--- config.mk ---
export PLATFORM = sky130hd
export DESIGN_NAME = endpoint_set_table_top_flat
export DESIGN_NICKNAME = d
export VERILOG_FILES = /design/src/sv/est_pkg.sv /design/src/sv/est_if.sv /design/src/sv/endpoint_set_table_top.sv /design/src/sv/est_key_ram.sv /design/src/sv/est_scan.sv /design/src/flat_wrapper.sv
export SDC_FILE = /design/constraint.sdc
export NUM_CORES = 1
export LEC_CHECK = 0
export BUFFER_PORTS_ARGS = -buffer_cell sky130_fd_sc_hd__buf_4
export CORE_MARGIN = 10
export CORE_UTILIZATION = 56
export DETAILED_ROUTE_END_ITERATION = 16
export GPL_TIMING_DRIVEN = 0
export PLACE_DENSITY = 0.86
export SLEW_MARGIN = 10
export SYNTH_ARGS = -nofsm -noshare
export SYNTH_HDL_FRONTEND = slang
export SYNTH_SLANG_ARGS = --single-unit
--- constraint.sdc ---
create_clock -name clk -period 6.1 [get_ports clk]
set_input_delay 1.83 -clock clk [delete_from_list [all_inputs] [get_ports clk]]
set_output_delay 1.83 -clock clk [all_outputs]
set_load 0.05 [all_outputs]
--- src/sv/est_pkg.sv ---
// Shared types and constants for the endpoint set table.
// No dependencies; other sv/ files but est_key_ram use it by scoped names.
package est_pkg;

	localparam int ENTRIES  = 16;
	localparam int IDX_W    = (ENTRIES > 1) ? $clog2(ENTRIES) : 1;
	localparam int CNT_W    = $clog2(ENTRIES + 1);
	localparam int ADDR_W   = 32;
	localparam int PORT_W   = 16;
	localparam int KEY_W    = ADDR_W + PORT_W;
	localparam int STATUS_W = 3;
	localparam int SLOT_W   = 4;
	localparam int COUNT_W  = 5;

	typedef enum logic [1:0] {
		CMD_LOOKUP = 2'd0,
		CMD_INSERT = 2'd1,
		CMD_DELETE = 2'd2,
		CMD_CLEAR  = 2'd3
	} cmd_t;

	typedef enum logic [STATUS_W-1:0] {
		ST_DONE      = 3'd0,
		ST_FOUND     = 3'd1,
		ST_NOT_FOUND = 3'd2,
		ST_DUPLICATE = 3'd3,
		ST_FULL      = 3'd4
	} status_t;

	typedef logic [KEY_W-1:0] key_t;

	typedef struct packed {
		cmd_t              command;
		logic [ADDR_W-1:0] address;
		logic [PORT_W-1:0] port_number;
	} req_t;

	typedef struct packed {
		status_t            status;
		logic [SLOT_W-1:0]  slot;
		logic [COUNT_W-1:0] entry_count;
	} rsp_t;

endpackage

--- src/sv/est_if.sv ---
// Valid/ready channel interfaces for requests and responses.
// Depends on est_pkg.
interface est_req_if;
	logic                       valid;
	logic                       ready;
	est_pkg::cmd_t              command;
	logic [est_pkg::ADDR_W-1:0] address;
	logic [est_pkg::PORT_W-1:0] port_number;

	modport source (output valid, output command, output address, output port_number,
		input ready);
	modport sink (input valid, input command, input address, input port_number,
		output ready);
endinterface

interface est_rsp_if;
	logic                        valid;
	logic                        ready;
	logic [est_pkg::STATUS_W-1:0] status;
	logic [est_pkg::SLOT_W-1:0]  slot;
	logic [est_pkg::COUNT_W-1:0] entry_count;

	modport source (output valid, output status, output slot, output entry_count,
		input ready);
	modport sink (input valid, input status, input slot, input entry_count,
		output ready);
endinterface

--- src/sv/endpoint_set_table_top.sv ---
// Endpoint set table top level: key RAM, scan sequencer and response register.
// Depends on est_pkg, est_if, est_key_ram, est_scan.
//
//  channel | dir | carries
//  --------+-----+-------------------------------------------------
//  req     | in  | command, address, port_number  (valid/ready)
//  rsp     | out | status, slot, entry_count      (valid/ready)
//
// Lookup, insert and delete read every key RAM slot, one read per cycle,
// wait out the registered read data, then commit; clear skips the scan
// and commits at once. No request is accepted again until the commit.
// Reset empties the table at once through per-slot valid bits; key RAM
// contents are never cleared. The sequencer holds its commit while the
// response register is full and not being drained.
module endpoint_set_table_top (
	input logic        clk,
	input logic        arst_n,
	est_req_if.sink    req,
	est_rsp_if.source  rsp
);

	est_pkg::req_t             req_data;
	est_pkg::rsp_t             rsp_data;
	logic                      rsp_load;
	logic                      out_free;
	logic                      rsp_valid_q;
	est_pkg::rsp_t             rsp_q;

	logic                      ram_we;
	logic [est_pkg::IDX_W-1:0] ram_waddr;
	est_pkg::key_t             ram_wdata;
	logic                      ram_re;
	logic [est_pkg::IDX_W-1:0] ram_raddr;
	est_pkg::key_t             ram_rdata;

	assign req_data.command     = req.command;
	assign req_data.address     = req.address;
	assign req_data.port_number = req.port_number;

	// Response register: may accept a new result when empty or being drained
	assign out_free = !rsp_valid_q || rsp.ready;

	// Stored keys, one {address, port} per slot
	est_key_ram #(
		.DEPTH (est_pkg::ENTRIES),
		.WIDTH (est_pkg::KEY_W)
	) u_key_ram (
		.clk   (clk),
		.we    (ram_we),
		.waddr (ram_waddr),
		.wdata (ram_wdata),
		.re    (ram_re),
		.raddr (ram_raddr),
		.rdata (ram_rdata)
	);

	// Scan sequencer with valid bits and live count
	est_scan u_scan (
		.clk       (clk),
		.arst_n    (arst_n),
		.req_valid (req.valid),
		.req_ready (req.ready),
		.req_data  (req_data),
		.out_free  (out_free),
		.rsp_load  (rsp_load),
		.rsp_data  (rsp_data),
		.ram_we    (ram_we),
		.ram_waddr (ram_waddr),
		.ram_wdata (ram_wdata),
		.ram_re    (ram_re),
		.ram_raddr (ram_raddr),
		.ram_rdata (ram_rdata)
	);

	always_ff @(posedge clk or negedge arst_n) begin
		if (!arst_n) begin
			rsp_valid_q <= 1'b0;
		end else if (rsp_load) begin
			rsp_valid_q <= 1'b1;
		end else if (rsp.ready) begin
			rsp_valid_q <= 1'b0;
		end
	end

	always_ff @(posedge clk) begin
		if (rsp_load) begin
			rsp_q <= rsp_data;
		end
	end

	assign rsp.valid       = rsp_valid_q;
	assign rsp.status      = rsp_q.status;
	assign rsp.slot        = rsp_q.slot;
	assign rsp.entry_count = rsp_q.entry_count;

`ifndef SYNTHESIS
	// One request at a time: the sequencer is busy right after an accept
	assert property (@(posedge clk) disable iff (!arst_n)
		(req.valid && req.ready) |=> !req.ready)
	else $error("request accepted while a scan was starting");

	// A refused insert only happens with every slot in use
	assert property (@(posedge clk) disable iff (!arst_n)
		(rsp.valid && rsp.status == est_pkg::ST_FULL) |->
		(rsp.entry_count == est_pkg::COUNT_W'(est_pkg::ENTRIES)))
	else $error("full status with free slots");

	// A miss never reports a slot
	assert property (@(posedge clk) disable iff (!arst_n)
		(rsp.valid && rsp.status == est_pkg::ST_NOT_FOUND) |-> (rsp.slot == '0))
	else $error("not-found result carries a slot");

	// A result is loaded only when the response register can take it
	assert property (@(posedge clk) disable iff (!arst_n)
		rsp_load |-> out_free)
	else $error("response register overwritten");
`endif

endmodule

--- src/sv/est_key_ram.sv ---
// Generic simple dual-port RAM: one write port, one read port, registered read data.
// No dependencies.
module est_key_ram #(
	parameter int DEPTH = 16,
	parameter int WIDTH = 48
) (
	input  logic                     clk,
	input  logic                     we,
	input  logic [$clog2(DEPTH)-1:0] waddr,
	input  logic [WIDTH-1:0]         wdata,
	input  logic                     re,
	input  logic [$clog2(DEPTH)-1:0] raddr,
	output logic [WIDTH-1:0]         rdata
);

	logic [WIDTH-1:0] mem [DEPTH];

	always_ff @(posedge clk) begin
		if (we) begin
			mem[waddr] <= wdata;
		end
	end

	always_ff @(posedge clk) begin
		if (re) begin
			rdata <= mem[raddr];
		end
	end

endmodule

--- src/sv/est_scan.sv ---
// Scan sequencer: walks the key RAM one slot per cycle, tracks first hit and
// first free slot, then commits; clear skips the walk. Depends on est_pkg.
module est_scan (
	input  logic                      clk,
	input  logic                      arst_n,
	input  logic                      req_valid,
	output logic                      req_ready,
	input  est_pkg::req_t             req_data,
	input  logic                      out_free,
	output logic                      rsp_load,
	output est_pkg::rsp_t             rsp_data,
	output logic                      ram_we,
	output logic [est_pkg::IDX_W-1:0] ram_waddr,
	output est_pkg::key_t             ram_wdata,
	output logic                      ram_re,
	output logic [est_pkg::IDX_W-1:0] ram_raddr,
	input  est_pkg::key_t             ram_rdata
);

	typedef enum logic [1:0] {S_IDLE, S_SCAN, S_DONE} state_t;

	state_t                      state_q;
	est_pkg::cmd_t               cmd_q;
	est_pkg::key_t               key_q;
	logic [est_pkg::CNT_W-1:0]   rd_idx_q;
	logic                        cmp_vld_s1;
	logic [est_pkg::IDX_W-1:0]   cmp_idx_s1;
	logic                        hit_q;
	logic [est_pkg::IDX_W-1:0]   hit_idx_q;
	logic                        free_q;
	logic [est_pkg::IDX_W-1:0]   free_idx_q;
	logic [est_pkg::ENTRIES-1:0] valid_q;
	logic [est_pkg::CNT_W-1:0]   count_q;

	logic                        rd_more;
	logic                        match_now;
	logic                        free_now;
	logic                        finish;
	logic                        do_add;
	logic                        do_del;
	est_pkg::status_t            status_c;
	logic [est_pkg::IDX_W-1:0]   slot_c;
	logic [est_pkg::CNT_W-1:0]   count_next;

	assign rd_more   = (rd_idx_q != est_pkg::CNT_W'(est_pkg::ENTRIES));
	assign ram_re    = (state_q == S_SCAN) && rd_more;
	assign ram_raddr = rd_idx_q[est_pkg::IDX_W-1:0];
	assign match_now = cmp_vld_s1 && valid_q[cmp_idx_s1] && (ram_rdata == key_q);
	assign free_now  = cmp_vld_s1 && !valid_q[cmp_idx_s1];
	assign finish    = (state_q == S_DONE) && out_free;
	assign req_ready = (state_q == S_IDLE);

	// Outcome of the command, applied at commit
	always_comb begin
		status_c   = est_pkg::ST_DONE;
		slot_c     = '0;
		do_add     = 1'b0;
		do_del     = 1'b0;
		count_next = count_q;
		unique case (cmd_q)
			est_pkg::CMD_LOOKUP: begin
				if (hit_q) begin
					status_c = est_pkg::ST_FOUND;
					slot_c   = hit_idx_q;
				end else begin
					status_c = est_pkg::ST_NOT_FOUND;
				end
			end
			est_pkg::CMD_INSERT: begin
				if (hit_q) begin
					status_c = est_pkg::ST_DUPLICATE;
					slot_c   = hit_idx_q;
				end else if (free_q) begin
					do_add     = 1'b1;
					slot_c     = free_idx_q;
					count_next = count_q + 1'b1;
				end else begin
					status_c = est_pkg::ST_FULL;
				end
			end
			est_pkg::CMD_DELETE: begin
				if (hit_q) begin
					do_del     = 1'b1;
					slot_c     = hit_idx_q;
					count_next = count_q - 1'b1;
				end else begin
					status_c = est_pkg::ST_NOT_FOUND;
				end
			end
			est_pkg::CMD_CLEAR: begin
				count_next = '0;
			end
			default: begin
				status_c = est_pkg::ST_DONE;
			end
		endcase
	end

	assign rsp_load             = finish;
	assign rsp_data.status      = status_c;
	assign rsp_data.slot        = est_pkg::SLOT_W'(slot_c);
	assign rsp_data.entry_count = est_pkg::COUNT_W'(count_next);

	assign ram_we    = finish && do_add;
	assign ram_waddr = free_idx_q;
	assign ram_wdata = key_q;

	always_ff @(posedge clk or negedge arst_n) begin
		if (!arst_n) begin
			state_q    <= S_IDLE;
			cmp_vld_s1 <= 1'b0;
			hit_q      <= 1'b0;
			free_q     <= 1'b0;
			valid_q    <= '0;
			count_q    <= '0;
			rd_idx_q   <= '0;
		end else begin
			cmp_vld_s1 <= ram_re;
			unique case (state_q)
				S_IDLE: begin
					if (req_valid) begin
						rd_idx_q <= '0;
						hit_q    <= 1'b0;
						free_q   <= 1'b0;
						state_q  <= (req_data.command == est_pkg::CMD_CLEAR) ? S_DONE : S_SCAN;
					end
				end
				S_SCAN: begin
					if (ram_re) begin
						rd_idx_q <= rd_idx_q + 1'b1;
					end
					if (match_now && !hit_q) begin
						hit_q <= 1'b1;
					end
					if (free_now && !free_q) begin
						free_q <= 1'b1;
					end
					// last compare happens in the cycle with no read left
					if (!rd_more) begin
						state_q <= S_DONE;
					end
				end
				S_DONE: begin
					if (out_free) begin
						count_q <= count_next;
						if (cmd_q == est_pkg::CMD_CLEAR) begin
							valid_q <= '0;
						end else if (do_add) begin
							valid_q[free_idx_q] <= 1'b1;
						end else if (do_del) begin
							valid_q[hit_idx_q] <= 1'b0;
						end
						state_q <= S_IDLE;
					end
				end
				default: begin
					state_q <= S_IDLE;
				end
			endcase
		end
	end

	// Payload and index capture
	always_ff @(posedge clk) begin
		cmp_idx_s1 <= rd_idx_q[est_pkg::IDX_W-1:0];
		if (req_valid && req_ready) begin
			cmd_q <= req_data.command;
			key_q <= {req_data.address, req_data.port_number};
		end
		if (match_now && !hit_q) begin
			hit_idx_q <= cmp_idx_s1;
		end
		if (free_now && !free_q) begin
			free_idx_q <= cmp_idx_s1;
		end
	end

endmodule

--- src/flat_wrapper.sv ---
// flat-port wrapper written by rule: the top's interface ports become plain ports
module endpoint_set_table_top_flat 
  (clk, arst_n, req_valid, req_command, req_address, req_port_number, req_ready, rsp_valid, rsp_status, rsp_slot, rsp_entry_count, rsp_ready);
  est_req_if req_i ();
  est_rsp_if rsp_i ();
  input logic clk;
  input logic arst_n;
  input wire logic [$bits(req_i.valid)-1:0] req_valid;
  input wire logic [$bits(req_i.command)-1:0] req_command;
  input wire logic [$bits(req_i.address)-1:0] req_address;
  input wire logic [$bits(req_i.port_number)-1:0] req_port_number;
  output wire logic [$bits(req_i.ready)-1:0] req_ready;
  output wire logic [$bits(rsp_i.valid)-1:0] rsp_valid;
  output wire logic [$bits(rsp_i.status)-1:0] rsp_status;
  output wire logic [$bits(rsp_i.slot)-1:0] rsp_slot;
  output wire logic [$bits(rsp_i.entry_count)-1:0] rsp_entry_count;
  input wire logic [$bits(rsp_i.ready)-1:0] rsp_ready;
  assign req_i.valid = req_valid;
  assign req_i.command = req_command;
  assign req_i.address = req_address;
  assign req_i.port_number = req_port_number;
  assign req_ready = req_i.ready;
  assign rsp_valid = rsp_i.valid;
  assign rsp_status = rsp_i.status;
  assign rsp_slot = rsp_i.slot;
  assign rsp_entry_count = rsp_i.entry_count;
  assign rsp_i.ready = rsp_ready;
  endpoint_set_table_top u_core (.clk(clk), .arst_n(arst_n), .req(req_i), .rsp(rsp_i));
endmodule
==> summary.md <==
| Metric | Value |
|---|---|
| Commonest cells in the synthesized netlist | `edfxtp_1, mux4_2, xnor2_1, clkbuf_1, dfrtp_1` |
| CTS tree | `done` |
| Routed vias | `17490` |
| Ports | `68` |
| RD Place Congestion | `0.8922` |
| Area after DPL | `0.03757 mm^2` |
| Antenna cells | `0` |
| Max cap viols | `0` |
| Final setup margin | `1.802 ns` |
| Sink Count | `922` |
| Final period util | `0.7045` |
| Drt via density | `6.744` |
| Ys flop type | `edfxtp_1` |
| Yosys reg bits | `922` |
| Latest clock arrival within the worst-skew pair | `0.65 ns` |
| Hold buffer count at cts | `0` |
| Mux cell area share after synthesis | `0.1600` |
| Max Slew Vio Count | `0` |
| Residual DRC | `0` |
| XOR/XNOR Fraction of Synth Area | `0.01173` |
| Power Total | `17.25 mW` |
| Syn Nets | `1549` |
| Post_cts resized | `0` |
| Post-Synth Simple-Gate Area | `0.01608` |
| Pint | `12.47 mW` |
| Drt initial violations | `2710` |
| Slowest cell on crit path | `nor2_2` |
| Crit start category | `primary input` |
| Fillers | `3584` |
| Clock tree buffer depth | `3` |
| CORE AREA | `0.06183 mm^2` |
| Multi-input gate area | `0.007305 mm^2` |
| DP Wirelength | `51.12 mm` |
| Yosys top cell area share | `0.7582` |
| Die width | `270.3 um` |
| Starting Density | `0.5676` |
| Mapped Cells | `1491` |
| Final setup violation count | `0` |
| Switching Share | `0.2771` |
| PD cells | `427.0 mW/mm^2` |
| Worst slew pin tran | `1.136 ns` |
| Clk pwr share | `0.316` |
| Leakage power | `12.76 nW` |
| Storage element area | `0.02749 mm^2` |
| Area grow syn2layout | `15.12%` |
| Combinational share of power | `0.229` |
| IO Port Bufs | `67` |
| Post-route cell area | `0.04040 mm^2` |
| Antenna viol nets, final | `0` |
| Critical path fanouts, max | `20` |
| Status | `finished, final reports clean` |
| CP peak stage delay | `0.79 ns` |
| Post-route minimum period | `4.298 ns` |
| Num CTS Buffers | `87` |
| Most frequent CP cell | `buf_12` |
| DR pass1 iterations | `5` |
| Avg Inst Size Synth | `23.54 um^2` |
| Postcts setup bufs | `0` |
| Nets | `1746` |
| Slew HR | `0.2428` |
| Maximum vdd drop | `0.2789 mV` |
| Critical path class | `in2reg` |
| Layout cells sized above 1 | `0.3058` |
| Grt ovf | `0` |
| Critical Path End Type | `flip-flop` |
| Largest cells by area after synthesis | `edfxtp_1, mux4_2, dfrtp_1` |
| Flop pwr share | `0.455` |
| Largest family of logic cells by synthesized area | `multiplexers` |
| Synth unique cells | `55` |
| Full die area | `0.07308 mm^2` |
| Cell taking the most area after synthesis | `edfxtp_1` |
| Chip height | `270.3 um` |
| Routed len/inst | `34.20 um` |
| Largest net degree at the start of global routing | `33` |
| Top-count cell post-synth | `edfxtp_1` |
| H-tree Lvls | `3` |
| Syn. warnings | `0` |
| Synthesized cell area | `0.03509 mm^2` |
| Final hold violations | `0` |
| RSZ-0062 raised after global routing | `false` |
| Hold Path Class | `reg2reg` |
| Crit path DAT | `4.62 ns` |
| Critical path required time | `6.43 ns` |
| Global-route wire length before repair | `128.8 mm` |
| CTS root buf | `clkbuf_16` |
| Initial antenna violation count | `1` |
| Final wirelength | `88.67 mm` |
| Dpl ws | `1.290 ns` |
| Final hold slack | `0.3695 ns` |
| Vias in the first global route | `17950` |
| Row count | `91` |
| Total track usage | `0.2440` |
| Clock slew at reported path FFs | `0.07 ns` |
| Layout Skew | `0.03718 ns` |
| Post-synth EDFFs | `886` |
| Fmax | `0.2327 GHz` |
| Sw Pwr | `4.781 mW` |
| Fraction of the mapped netlist area in adder cells | `0.001426` |
| Async set-reset flop share out of synthesis | `0.03471` |
| Sequential element share of the synthesized area | `0.7833` |
| Worst-path cell chain | `buf_4, nor2b_1, nor2_2, nand2_1, nor2_4, buf_12, buf_12` |
| Compound-Gate Fraction of Synth Area | `0.01508` |
[cell type report]
class / count / share of cell area
buffer: 67 / 0.009818
clock buffer: 109 / 0.05878
clock inverter: 48 / 0.01130
inverter: 11 / 0.001022
multi-input combinational: 491 / 0.1808
sequential: 922 / 0.6804
tap: 837 / 0.02592
timing repair buffer: 108 / 0.03199
[kinds of logic (layout without fill, tap and decap cells)]
group,Yosys count,in the layout
AOI/OAI and AO/OA,80,80
xor gates and xnor gates,47,47
adders and majority gates,4,4
buffers and inverters,78,343
DFF,922,922
muxes,255,255
and+or+nand+nor,105,105
[critical path, delay by kind of cell]
kind	cells	cell delay, ns
simple gates	4	2.17
buf+inv	3	0.58
[per-stage QoR]
step	TNS (ns)	std cells	utilization
CTS	0	2593	0.6534
finish	0	2593	0.6535
floorplan	0	1491	-
global placement	-1985.89	2395	0.5927
global route	0	2593	0.6535
detailed placement	0	2436	0.6076
[sequential cells by signal, indices dropped and copies added (netlist names)]
name / count
u_core.u_key_ram.rdata: 48
u_core.u_scan.cmd_q: 2
u_core.u_scan.cmp_vld_s1: 1
u_core.rsp.entry_count: 5
u_core.u_scan.hit_q: 1
u_core.u_scan.state_q: 2
u_core.u_scan.ram_waddr: 4
u_core.u_scan.count_q: 5
u_core.u_scan.rd_idx_q: 5
u_core.u_scan.free_q: 1
u_core.rsp.status: 3
u_core.u_key_ram.mem: 768
u_core.u_scan.cmp_idx_s1: 4
u_core.u_scan.hit_idx_q: 4
u_core.rsp.valid: 1
u_core.rsp.slot: 4
u_core.u_scan.valid_q: 16
u_core.u_scan.ram_wdata: 48
[metal layers]
metal	GRT usage	share of wire	wire length (um)	up-vias
met4	0.1220	0.049	4369	2
met5	0	0.00021	19	-
met1	0.3072	0.34	30320	9076
met3	0.04709	0.10	8849	277
li1	-	-	-	6745
met2	0.4036	0.51	45120	1388
[power by group through the flow]
stage | clock network, mW | logic (mW) | registers, mW
final | 5.45 | 3.95 | 7.85
after global routing | 5.71 | 4.10 | 7.89
after CTS | 5.49 | 3.95 | 7.84
after detailed placement | 0 | 3.83 | 7.95
after global placement | 0 | 3.58 | 7.96
after floorplan | 0 | 2.68 | 7.86
[final timing paths]
check | startpoint | to | slack, ns | cells past startpoint
worst min-delay path | u_core.u_scan.rd_idx_q[3] | u_core.u_scan.cmp_idx_s1[3] | 0.37 | 0
worst max register to register | u_core.u_scan.rd_idx_q[1] | u_core.u_key_ram.rdata[21] | 1.95 | 11
max in group asynchronous | arst_n | u_core.u_scan.valid_q[7] | 4.67 | 1
min in group asynchronous | arst_n | u_core.rsp.valid | 1.11 | 1
worst min register to register | u_core.u_scan.rd_idx_q[3] | u_core.u_scan.cmp_idx_s1[3] | 0.37 | 0
worst max-delay path | rsp_ready | u_core.u_key_ram.mem[13][5] | 1.80 | 7
[layout by cell type (no fill, tap or decap), types with 7 or more instances in the layout]
cell,n
dfrtp_1,32
buf_6,18
nand4_1,13
clkinv_2,16
clkbuf_1,49
clkinv_1,17
buf_12,27
nand3_1,7
nor2_1,10
nand2_1,15
o21ai_0,23
nor2b_1,11
mux4_2,244
clkbuf_16,91
bufinv_16,8
a21oi_1,21
inv_1,11
buf_2,10
buf_16,7
xnor2_1,44
nand2b_1,8
nor2_4,17
edfxtp_1,886
mux2_2,7
buf_4,74
Power figures use the tool's default switching activity.
